===== src/sodm_pkg.sv =====
// Shared types and constants for the sub-octave divider mixer.
// No dependencies; every other file refers to it by scoped names.
package sodm_pkg;

	localparam int unsigned GAIN_W  = 9;
	localparam int unsigned LEVEL_W = 16;
	localparam int unsigned MODE_W  = 3;
	localparam int unsigned CFG_W   = 16;
	localparam int unsigned CNT_W   = 4;
	localparam int unsigned DEN_W   = 11;

	localparam logic [GAIN_W-1:0] Q8_ONE     = 9'd256;
	localparam logic [MODE_W-1:0] MODE_MAX   = 3'd5;
	localparam logic [CNT_W-1:0]  K_BASE     = 4'd2;

	// Configuration register indexes.
	typedef enum logic [MODE_W-1:0] {
		REG_DRY_GAIN  = 3'd0,
		REG_XOVER_LVL = 3'd1,
		REG_SUB1_GAIN = 3'd2,
		REG_SUB2_GAIN = 3'd3,
		REG_DIV_MODE  = 3'd4
	} cfg_reg_t;

	// Sequencer states.
	typedef enum logic [1:0] {
		ST_IDLE,
		ST_MAC,
		ST_DIV,
		ST_OUT
	} seq_state_t;

	// Status of the serial divider.
	typedef struct packed {
		logic busy;
		logic done;
	} div_stat_t;

endpackage


===== src/sodm_xdet.sv =====
// Threshold crossing detectors and the two divided square waves.
// Uses sodm_pkg for widths and the divide-mode constants.
module sodm_xdet #(
	parameter int unsigned SAMPLE_BITS = 16
) (
	input  logic                                  clk,
	input  logic                                  arst_n,
	input  logic                                  accept,
	input  logic signed [SAMPLE_BITS-1:0]         sample,
	input  logic signed [sodm_pkg::LEVEL_W-1:0]   level,
	input  logic        [sodm_pkg::MODE_W-1:0]    mode,
	output logic                                  sq_a,
	output logic                                  sq_b
);

	localparam int unsigned XW = (SAMPLE_BITS > sodm_pkg::LEVEL_W) ? SAMPLE_BITS
	                                                               : sodm_pkg::LEVEL_W;

	logic signed [XW-1:0]               x_ext;
	logic signed [XW-1:0]               lvl_ext;
	logic                               now_above;
	logic [sodm_pkg::MODE_W-1:0]        mode_c;
	logic [sodm_pkg::CNT_W-1:0]         k_a;
	logic [sodm_pkg::CNT_W-1:0]         k_b;
	logic [sodm_pkg::CNT_W-1:0]         cnt_a_inc;
	logic [sodm_pkg::CNT_W-1:0]         cnt_b_inc;
	logic                               tog_a;
	logic                               tog_b;

	logic                               above_a_q;
	logic                               above_b_q;
	logic                               sq_a_q;
	logic                               sq_b_q;
	logic [sodm_pkg::CNT_W-1:0]         cnt_a_q;
	logic [sodm_pkg::CNT_W-1:0]         cnt_b_q;

	always_comb begin
		x_ext     = XW'(sample);
		lvl_ext   = XW'(level);
		now_above = x_ext > lvl_ext;
		mode_c    = (mode > sodm_pkg::MODE_MAX) ? sodm_pkg::MODE_MAX : mode;
		k_a       = sodm_pkg::CNT_W'(mode_c) + sodm_pkg::K_BASE;
		k_b       = {k_a[sodm_pkg::CNT_W-2:0], 1'b0};
		cnt_a_inc = (now_above != above_a_q) ? cnt_a_q + 4'd1 : cnt_a_q;
		cnt_b_inc = (now_above != above_b_q) ? cnt_b_q + 4'd1 : cnt_b_q;
		// At-least compare, so a smaller K written later still lets a square toggle.
		tog_a     = cnt_a_inc >= k_a;
		tog_b     = cnt_b_inc >= k_b;
	end

	always_ff @(posedge clk or negedge arst_n) begin
		if (!arst_n) begin
			above_a_q <= 1'b0;
			above_b_q <= 1'b0;
			sq_a_q    <= 1'b0;
			sq_b_q    <= 1'b0;
			cnt_a_q   <= '0;
			cnt_b_q   <= '0;
		end else if (accept) begin
			above_a_q <= now_above;
			above_b_q <= now_above;
			sq_a_q    <= sq_a_q ^ tog_a;
			sq_b_q    <= sq_b_q ^ tog_b;
			cnt_a_q   <= tog_a ? '0 : cnt_a_inc;
			cnt_b_q   <= tog_b ? '0 : cnt_b_inc;
		end
	end

	assign sq_a = sq_a_q;
	assign sq_b = sq_b_q;

endmodule


===== src/sodm_div.sv =====
// Restoring serial divider, one quotient bit per clock.
// Uses sodm_pkg for the status struct.
module sodm_div #(
	parameter int unsigned DW = 27,
	parameter int unsigned VW = 11
) (
	input  logic                  clk,
	input  logic                  arst_n,
	input  logic                  start,
	input  logic [DW-1:0]         dividend,
	input  logic [VW-1:0]         divisor,
	output sodm_pkg::div_stat_t   stat,
	output logic [DW-1:0]         quot
);

	localparam int unsigned CW = $clog2(DW + 1);

	logic [VW-1:0] rem_q;
	logic [DW-1:0] quo_q;
	logic [CW-1:0] cnt_q;
	logic          busy_q;

	logic [VW:0]   trial;
	logic          fits;
	logic [VW:0]   diff;

	always_comb begin
		trial = {rem_q, quo_q[DW-1]};
		fits  = trial >= {1'b0, divisor};
		diff  = trial - {1'b0, divisor};
	end

	always_ff @(posedge clk or negedge arst_n) begin
		if (!arst_n) begin
			busy_q <= 1'b0;
			cnt_q  <= '0;
		end else if (start) begin
			busy_q <= 1'b1;
			cnt_q  <= CW'(DW);
		end else if (busy_q) begin
			cnt_q  <= cnt_q - 1'b1;
			busy_q <= cnt_q != CW'(1);
		end
	end

	// The quotient shifts in from the right as the dividend shifts out the left.
	always_ff @(posedge clk) begin
		if (start) begin
			rem_q <= '0;
			quo_q <= dividend;
		end else if (busy_q) begin
			rem_q <= fits ? diff[VW-1:0] : trial[VW-1:0];
			quo_q <= {quo_q[DW-2:0], fits};
		end
	end

	assign stat.busy = busy_q;
	assign stat.done = busy_q && (cnt_q == CW'(1));
	assign quot      = quo_q;

endmodule


===== src/sub_octave_divider_mixer.sv =====
// Top level of the sub-octave divider mixer: configuration registers,
// sequencer, shared multiply-accumulate and output register.
// Uses sodm_pkg, sodm_xdet and sodm_div.

// Each sample beat runs through a small sequencer: the crossing detectors and
// square waves update on the accepting edge, then the accumulate steps build
// the weighted sum of the dry sample and both squares with one shared 10-bit by
// SAMPLE_BITS multiplier and adder, then a serial restoring divider produces
// one quotient bit per cycle, and the output state clamps and signs the result
// into the output register. A new sample is taken only once the sequencer is
// back in idle. in_stall is high from the accepting edge until the sequencer
// returns to idle. The output register holds a finished beat on its own, so
// the next sample can be accepted and processed while the previous result
// still waits under out_stall; the sequencer only waits at the very end if
// that result has not been taken yet. Configuration is written through cfg_we,
// cfg_index and cfg_data; indexes with no register are ignored.
module sub_octave_divider_mixer #(
	parameter int unsigned SAMPLE_BITS = 16
) (
	input  logic                                 clk,
	input  logic                                 arst_n,

	input  logic                                 cfg_we,
	input  logic [sodm_pkg::MODE_W-1:0]          cfg_index,
	input  logic [sodm_pkg::CFG_W-1:0]           cfg_data,

	input  logic                                 in_valid,
	output logic                                 in_stall,
	input  logic signed [SAMPLE_BITS-1:0]        sample_in,

	output logic                                 out_valid,
	input  logic                                 out_stall,
	output logic signed [SAMPLE_BITS-1:0]        mix_out
);

	// Accumulator width: three gains of up to 511 times full scale.
	localparam int unsigned NW = SAMPLE_BITS + 11;
	localparam int unsigned PW = SAMPLE_BITS + 10;
	localparam int unsigned TW = SAMPLE_BITS + 8;
	localparam logic [SAMPLE_BITS-1:0] FS = {1'b0, {(SAMPLE_BITS-1){1'b1}}};
	localparam logic [NW-1:0] FS_Q = NW'(FS);
	localparam logic [SAMPLE_BITS-1:0] MOST_NEG = {1'b1, {(SAMPLE_BITS-1){1'b0}}};

	// Configuration registers.
	logic [sodm_pkg::GAIN_W-1:0]         dry_gain_q;
	logic signed [sodm_pkg::LEVEL_W-1:0] xover_q;
	logic [sodm_pkg::GAIN_W-1:0]         sub1_gain_q;
	logic [sodm_pkg::GAIN_W-1:0]         sub2_gain_q;
	logic [sodm_pkg::MODE_W-1:0]         div_mode_q;

	sodm_pkg::seq_state_t state_q;
	sodm_pkg::seq_state_t state_d;
	logic [1:0]                         step_q;
	logic                               in_accept;
	logic                               div_start;
	logic                               out_load;

	logic signed [SAMPLE_BITS-1:0]      sample_q;
	logic signed [NW-1:0]               acc_q;
	logic                               neg_q;
	logic [sodm_pkg::DEN_W-1:0]         den_q;
	logic                               out_valid_q;
	logic signed [SAMPLE_BITS-1:0]      mix_q;

	logic                               sq_a;
	logic                               sq_b;
	logic signed [PW-1:0]               prod;
	logic [sodm_pkg::GAIN_W-1:0]        term_gain;
	logic                               term_pos;
	logic [TW-1:0]                      term_mag;
	logic signed [NW-1:0]               term;
	logic [NW-1:0]                      acc_mag;
	logic [NW-1:0]                      dividend;
	logic [NW-1:0]                      quot;
	logic [NW-1:0]                      quot_c;
	logic [SAMPLE_BITS-1:0]             res_mag;
	sodm_pkg::div_stat_t                div_stat;

	always_ff @(posedge clk or negedge arst_n) begin
		if (!arst_n) begin
			dry_gain_q  <= '0;
			xover_q     <= '0;
			sub1_gain_q <= sodm_pkg::Q8_ONE;
			sub2_gain_q <= '0;
			div_mode_q  <= '0;
		end else if (cfg_we) begin
			unique case (sodm_pkg::cfg_reg_t'(cfg_index))
				sodm_pkg::REG_DRY_GAIN:  dry_gain_q  <= cfg_data[sodm_pkg::GAIN_W-1:0];
				sodm_pkg::REG_XOVER_LVL: xover_q     <= cfg_data[sodm_pkg::LEVEL_W-1:0];
				sodm_pkg::REG_SUB1_GAIN: sub1_gain_q <= cfg_data[sodm_pkg::GAIN_W-1:0];
				sodm_pkg::REG_SUB2_GAIN: sub2_gain_q <= cfg_data[sodm_pkg::GAIN_W-1:0];
				sodm_pkg::REG_DIV_MODE:  div_mode_q  <= cfg_data[sodm_pkg::MODE_W-1:0];
				default: ;
			endcase
		end
	end

	assign in_accept = in_valid && !in_stall;
	assign in_stall  = state_q != sodm_pkg::ST_IDLE;

	sodm_xdet #(
		.SAMPLE_BITS(SAMPLE_BITS)
	) u_xdet (
		.clk    (clk),
		.arst_n (arst_n),
		.accept (in_accept),
		.sample (sample_in),
		.level  (xover_q),
		.mode   (div_mode_q),
		.sq_a   (sq_a),
		.sq_b   (sq_b)
	);

	// Shared accumulate datapath. A square at full scale weighted by a gain is
	// the gain shifted up minus the gain itself, so no second multiplier.
	always_comb begin
		prod      = $signed({1'b0, dry_gain_q}) * sample_q;
		term_gain = (step_q == 2'd1) ? sub1_gain_q : sub2_gain_q;
		term_pos  = (step_q == 2'd1) ? sq_a : sq_b;
		term_mag  = {term_gain, {(SAMPLE_BITS-1){1'b0}}} - TW'(term_gain);
		term      = term_pos ? $signed(NW'(term_mag)) : -$signed(NW'(term_mag));
		acc_mag   = acc_q[NW-1] ? NW'(-acc_q) : NW'(acc_q);
		dividend  = {acc_mag[NW-2:0], 1'b0};
		quot_c    = (quot > FS_Q) ? FS_Q : quot;
		res_mag   = quot_c[SAMPLE_BITS-1:0];
	end

	// Sequencer.
	always_ff @(posedge clk or negedge arst_n) begin
		if (!arst_n) begin
			state_q <= sodm_pkg::ST_IDLE;
			step_q  <= '0;
		end else begin
			state_q <= state_d;
			step_q  <= (state_q == sodm_pkg::ST_MAC) ? step_q + 2'd1 : 2'd0;
		end
	end

	always_comb begin
		state_d   = state_q;
		div_start = 1'b0;
		out_load  = 1'b0;
		unique case (state_q)
			sodm_pkg::ST_IDLE: begin
				if (in_accept) begin
					state_d = sodm_pkg::ST_MAC;
				end
			end
			sodm_pkg::ST_MAC: begin
				if (step_q == 2'd3) begin
					div_start = 1'b1;
					state_d   = sodm_pkg::ST_DIV;
				end
			end
			sodm_pkg::ST_DIV: begin
				if (div_stat.done) begin
					state_d = sodm_pkg::ST_OUT;
				end
			end
			sodm_pkg::ST_OUT: begin
				if (!out_valid_q || !out_stall) begin
					out_load = 1'b1;
					state_d  = sodm_pkg::ST_IDLE;
				end
			end
			default: state_d = sodm_pkg::ST_IDLE;
		endcase
	end

	// Datapath registers: the product on the first step, each square term on
	// the next two, then the sign and divisor are captured as the divider starts.
	always_ff @(posedge clk) begin
		if (in_accept) begin
			sample_q <= sample_in;
		end
		if (state_q == sodm_pkg::ST_MAC) begin
			unique case (step_q)
				2'd0: acc_q <= NW'(prod);
				2'd1: acc_q <= acc_q + term;
				2'd2: acc_q <= acc_q + term;
				2'd3: begin
					neg_q <= acc_q[NW-1];
					den_q <= sodm_pkg::DEN_W'(dry_gain_q) + sodm_pkg::DEN_W'(sub1_gain_q)
					       + sodm_pkg::DEN_W'(sub2_gain_q) + sodm_pkg::DEN_W'(sodm_pkg::Q8_ONE);
				end
				default: ;
			endcase
		end
	end

	// The divider sees the divisor only from its first iteration on, after
	// den_q has settled on the starting edge.
	sodm_div #(
		.DW(NW),
		.VW(sodm_pkg::DEN_W)
	) u_div (
		.clk      (clk),
		.arst_n   (arst_n),
		.start    (div_start),
		.dividend (dividend),
		.divisor  (den_q),
		.stat     (div_stat),
		.quot     (quot)
	);

	// Output register, parting the sequencer from the downstream stall.
	always_ff @(posedge clk or negedge arst_n) begin
		if (!arst_n) begin
			out_valid_q <= 1'b0;
		end else if (out_load) begin
			out_valid_q <= 1'b1;
		end else if (!out_stall) begin
			out_valid_q <= 1'b0;
		end
	end

	always_ff @(posedge clk) begin
		if (out_load) begin
			mix_q <= neg_q ? -$signed(res_mag) : $signed(res_mag);
		end
	end

	assign out_valid = out_valid_q;
	assign mix_out   = mix_q;

	// The divider only finishes while the sequencer waits on it.
	a_done_in_div: assert property (@(posedge clk) disable iff (!arst_n)
		div_stat.done |-> state_q == sodm_pkg::ST_DIV)
		else $error("divider finished outside the divide state");

	// A new sample never arrives while the divider still works on the last one.
	a_no_accept_busy: assert property (@(posedge clk) disable iff (!arst_n)
		in_accept |-> !div_stat.busy)
		else $error("sample accepted while divider busy");

	// The clamp keeps the most negative code out of every result.
	a_clamped: assert property (@(posedge clk) disable iff (!arst_n)
		$rose(out_valid_q) |-> mix_q != MOST_NEG)
		else $error("result outside the clamp range");

endmodule


===== config.mk =====
export PLATFORM = sky130hd
export DESIGN_NAME = sub_octave_divider_mixer
export DESIGN_NICKNAME = d
export VERILOG_FILES = /design/src/sodm_pkg.sv /design/src/sodm_xdet.sv /design/src/sodm_div.sv /design/src/sub_octave_divider_mixer.sv
export SDC_FILE = /design/constraint.sdc
export NUM_CORES = 1
export LEC_CHECK = 0
export ABC_AREA = 0
export BUFFER_PORTS_ARGS = -buffer_cell sky130_fd_sc_hd__buf_2
export CAP_MARGIN = 20
export CORE_MARGIN = 3
export CORE_UTILIZATION = 33
export CTS_CLUSTER_SIZE = 10
export DETAILED_ROUTE_END_ITERATION = 8
export PLACE_DENSITY = 0.47
export SYNTH_ARGS = -nofsm -noshare
export SYNTH_HDL_FRONTEND = slang
export SYNTH_SLANG_ARGS = --single-unit
export TNS_END_PERCENT = 10

===== constraint.sdc =====
create_clock -name clk -period 16 [get_ports clk]
set_input_delay 3.2 -clock clk [delete_from_list [all_inputs] [get_ports clk]]
set_output_delay 3.2 -clock clk [all_outputs]
set_load 0.1 [all_outputs]

==> flow_summary_export.csv <==
group,metric,value,unit
cts,clockBufferDepth,2,
floorplanning,fp.dieW,233,um
yosys,ys_async_sr_fraction,38.4,%
cts,hold_buffers,0,
yosys,synth_edf_count,97,
yosys,synthCells,1787,
job,cap_viol_max_count,0,
yosys,synthXorXnorAreaFrac,6.32,%
routing,vias,12300,
hold_path,hold_end,"u_div.rem_q[10]",
routing,drt-pass1-iter-count,7,
timing,worst_slew_pin_slew,1.01,ns
yosys,ys_types,78,
hold_path,min_path_type,"register to register",
final_layout,diodes,0,
routing,drc,0,
yosys,syn_avg_cell_area,9.54,sq um
placed_design,hpwl,32300,um
worst_setup_path,crit_required,16.40,ns
worst_setup_path,cpPeakStageDelay,0.48,ns
final_layout,layout-drive-gt1-share,8.99,%
yosys,syn-cell-area,17000,sq um
routing,postRouteAntennaNets,0,
final_layout,finalNetCount,2149,
floorplanning,start_util,33.7,%
placed_design,routabilityCongestion,0.825,
yosys,synth_top_family_by_area,"adder cells",
yosys,synth-main-ff-cell,"edfxtp_1",
cts,cts.repair.resized,0,
timing,timing.final.crit_period,6.96,ns
worst_setup_path,worst_setup_path_end_kind,"register",
global_route,grt_overflow,0,
hold_path,holdCritStartpoint,"u_div.rem_q[10]",
timing,drv_slew,0,
worst_setup_path,timing.rr.end,"acc_q[25]",
yosys,synth_warnings,0,
floorplanning,die_h,233,um
timing,skew,0.0137,ns
worst_setup_path,slowest_stage,"or3_1",
yosys,synth-adder-area-share,26.9,%
final_layout,final.fill_count,5178,
cts,clkSinkCount,177,
cts,cts_buffers,17,
yosys,synth_compound_area_share,14.0,%
hold_path,holdPathStages,2,
final_layout,final_common_cell,"inv_1",
worst_setup_path,cpLargestDelayFamily,"simple AND/OR/NAND/NOR gates",
global_route,grt_pass1_vias,12600,
timing,clock.fmax,144,MHz
global_route,grt_usage,15.3,%
yosys,synth-seq-area-share,28.5,%
timing,fin_setup_tns,0,ns
worst_setup_path,ff2ff_path_depth,19,
global_route,antenna_found_initial,0,
floorplanning,design.die.area,54400,sq um
cts,post_cts_buffers,0,
worst_setup_path,r2r_start,"dry_gain_q[2]",
worst_setup_path,crit_buf_inv,1,
floorplanning,num_rows,82,
routing,drt_wl_total,40200,um
cts,clk_pin_slew,0.07,ns
worst_setup_path,arrival,7.36,ns
placed_design,dp.cells,2475,
routing,wire_per_inst,16.0,um
yosys,yosys-mux-area-fraction,3.49,%
timing,slew_headroom,30.7,%
cts,cts_tree,"built",
final_layout,fin_cells,2508,
timing,hold_violations,0,
timing,rsz0062_at_grt,"no",
worst_setup_path,crit_path_max_fanout,8,
floorplanning,core-area,50600,sq um
final_layout,mostFrequentLayoutCells,"inv_1, nand2_1, ha_1, fa_1, o21ai_0",
routing,drt_first_iter_violations,545,
placed_design,port_buffers,57,
global_route,grt_max_degree,69,
worst_setup_path,path_class,"input pin to register",
timing,period_share,43.5,%
run_status,outcome,"complete, no violations",
timing,setup_violations,0,
cts,ctsHtreeMaxLevel,4,
cts,clock_latency,0.46,ns
yosys,synthSimpleGateAreaFrac,14.6,%
worst_setup_path,path_cells,"buf_2, ha_1, nand4_1, or3_1, a211oi_2, nor4_1, nor4_2, or2_1, xnor2_1, ha_1, nand2b_1, a21o_1, a21o_1, a21oi_1, nand2_1, o41ai_1, a31o_2",
yosys,syn_nets,2113,
floorplanning,ios,58,
routing,via_per_inst,4.91,
worst_setup_path,start_kind,"input pin",
yosys,ys_seq_elements,177,
final_layout,postLayoutCoreUtil,36.8,%
cts,cts-root-buf,"clkbuf_16",
global_route,grt_pass1_wl,66600,um
worst_setup_path,regToRegSetupSlack,9.53,ns
final_layout,area_delta_synth_final,9.31,%
## how the worst max path moves through the flow
stage / startpoint / end / slack (ns) / depth (start not counted)
final: sample_in[15] / u_xdet.cnt_a_q[3] / 9.04 / 17
after global routing: sample_in[15] / u_xdet.cnt_a_q[3] / 8.78 / 17
after CTS: sample_in[15] / u_xdet.cnt_a_q[3] / 9.06 / 17
after detailed placement: sample_in[15] / u_xdet.cnt_a_q[3] / 8.55 / 17
after global placement: sample_in[15] / u_xdet.cnt_a_q[3] / 8.63 / 17
after floorplan: sample_in[15] / u_xdet.cnt_a_q[3] / 9.26 / 17
## cell type report
class                           count  area, sq um  area share (%)
Timing Repair Buffer               73          415            2.23
Sequential cell                   177         4860            26.1
Clock buffer                       19          464            2.49
Clock inverter                     13         78.8           0.423
Multi-Input combinational cell   1330        11100            59.8
Tap cell                          672          841            4.51
Inverter                          224          841            4.51
## cell usage after synthesis, drive strengths merged (5+ instances only)
cell	count	area share, %
or3	19	0.76
a31o	6	0.31
nand4	12	0.44
nor2	58	1.3
o21a	8	0.35
inv	223	4.9
a21o	30	1.3
buf	12	0.30
o21bai	9	0.40
mux2i	23	1.4
dfxtp	12	1.4
fa	134	16
dfrtp	67	9.8
xor2	53	2.7
a21boi	7	0.31
nor4	10	0.49
o31ai	20	1.1
a211o	11	0.57
o211ai	12	0.53
nand3	51	1.5
a21oi	86	2.6
ha	152	11
o21ai	121	3.6
or2	8	0.29
nand2b	12	0.44
a2111oi	5	0.29
o41ai	5	0.26
mux2	32	2.1
nor3	22	0.65
o311ai	7	0.36
a211oi	14	0.65
and3	6	0.22
nand2	179	3.9
nor2b	18	0.66
clkbuf	44	0.97
xnor2	70	3.6
and2	85	3.1
edfxtp	97	17
## layer usage
| metal | wire (um) | up-vias | global-route usage, % | part of all wire [%] |
|---|---|---|---|---|
| li1 | - | 6183 | - | - |
| met1 | 20200 | 5938 | 21.7 | 50 |
| met2 | 18400 | 162 | 24.9 | 46 |
| met3 | 1110 | 28 | 2.12 | 2.8 |
| met4 | 480 | 0 | 3.44 | 1.2 |
| met5 | 0 | - | 0 | 0 |
## cells by family (layout without fill, tap and decap cells)
| family | Yosys count | after routing |
|---|---|---|
| AOI/OAI and AO/OA | 370 | 370 |
| xor gates and xnor gates | 123 | 123 |
| adders and majority gates | 286 | 286 |
| buffers and inverters | 280 | 329 |
| DFF | 177 | 177 |
| muxes | 55 | 55 |
| and+or+nand+nor | 496 | 496 |
## registers in the layout (all words and copies together), names as in the netlist, 2 cells and up
| signal | cells |
|---|---|
| sub1_gain_q | 9 |
| den_q | 11 |
| u_xdet.cnt_a_q | 4 |
| xover_q | 16 |
| mix_out | 16 |
| u_div.rem_q | 11 |
| u_div.cnt_q | 5 |
| sample_q | 16 |
| dry_gain_q | 9 |
| u_xdet.cnt_b_q | 4 |
| sub2_gain_q | 9 |
| state_q | 2 |
| div_mode_q | 3 |
| step_q | 2 |
| u_div.quot | 27 |
| acc_q | 27 |
## per-stage QoR
stage	hold WS (ns)	worst slack, ns	instance area (sq um)
finish	0.476	9.04	18600
global route	0.534	8.78	18600
CTS	0.482	9.06	18600
detailed placement	0.466	8.55	18100
global placement	0.450	8.63	18100
floorplan	0.424	9.26	17000
## worst reg2reg max path: stages, from the launching register on
cell,delay [ns]
dfrtp_1,0.54
buf_4,0.27
and2_1,0.21
fa_1,0.72
inv_1,0.11
fa_1,0.56
inv_1,0.06
fa_1,0.46
fa_1,0.54
inv_1,0.05
fa_1,0.49
inv_1,0.04
ha_1,0.33
a21o_1,0.19
a221o_1,0.34
a2111oi_0,0.57
o31ai_1,0.25
nand3_1,0.12
nor3b_1,0.25
a21boi_0,0.20
Power is left out: the tool's default activity adds up to more than one toggle a clock period on the data nets, which glitch-free logic cannot reach.
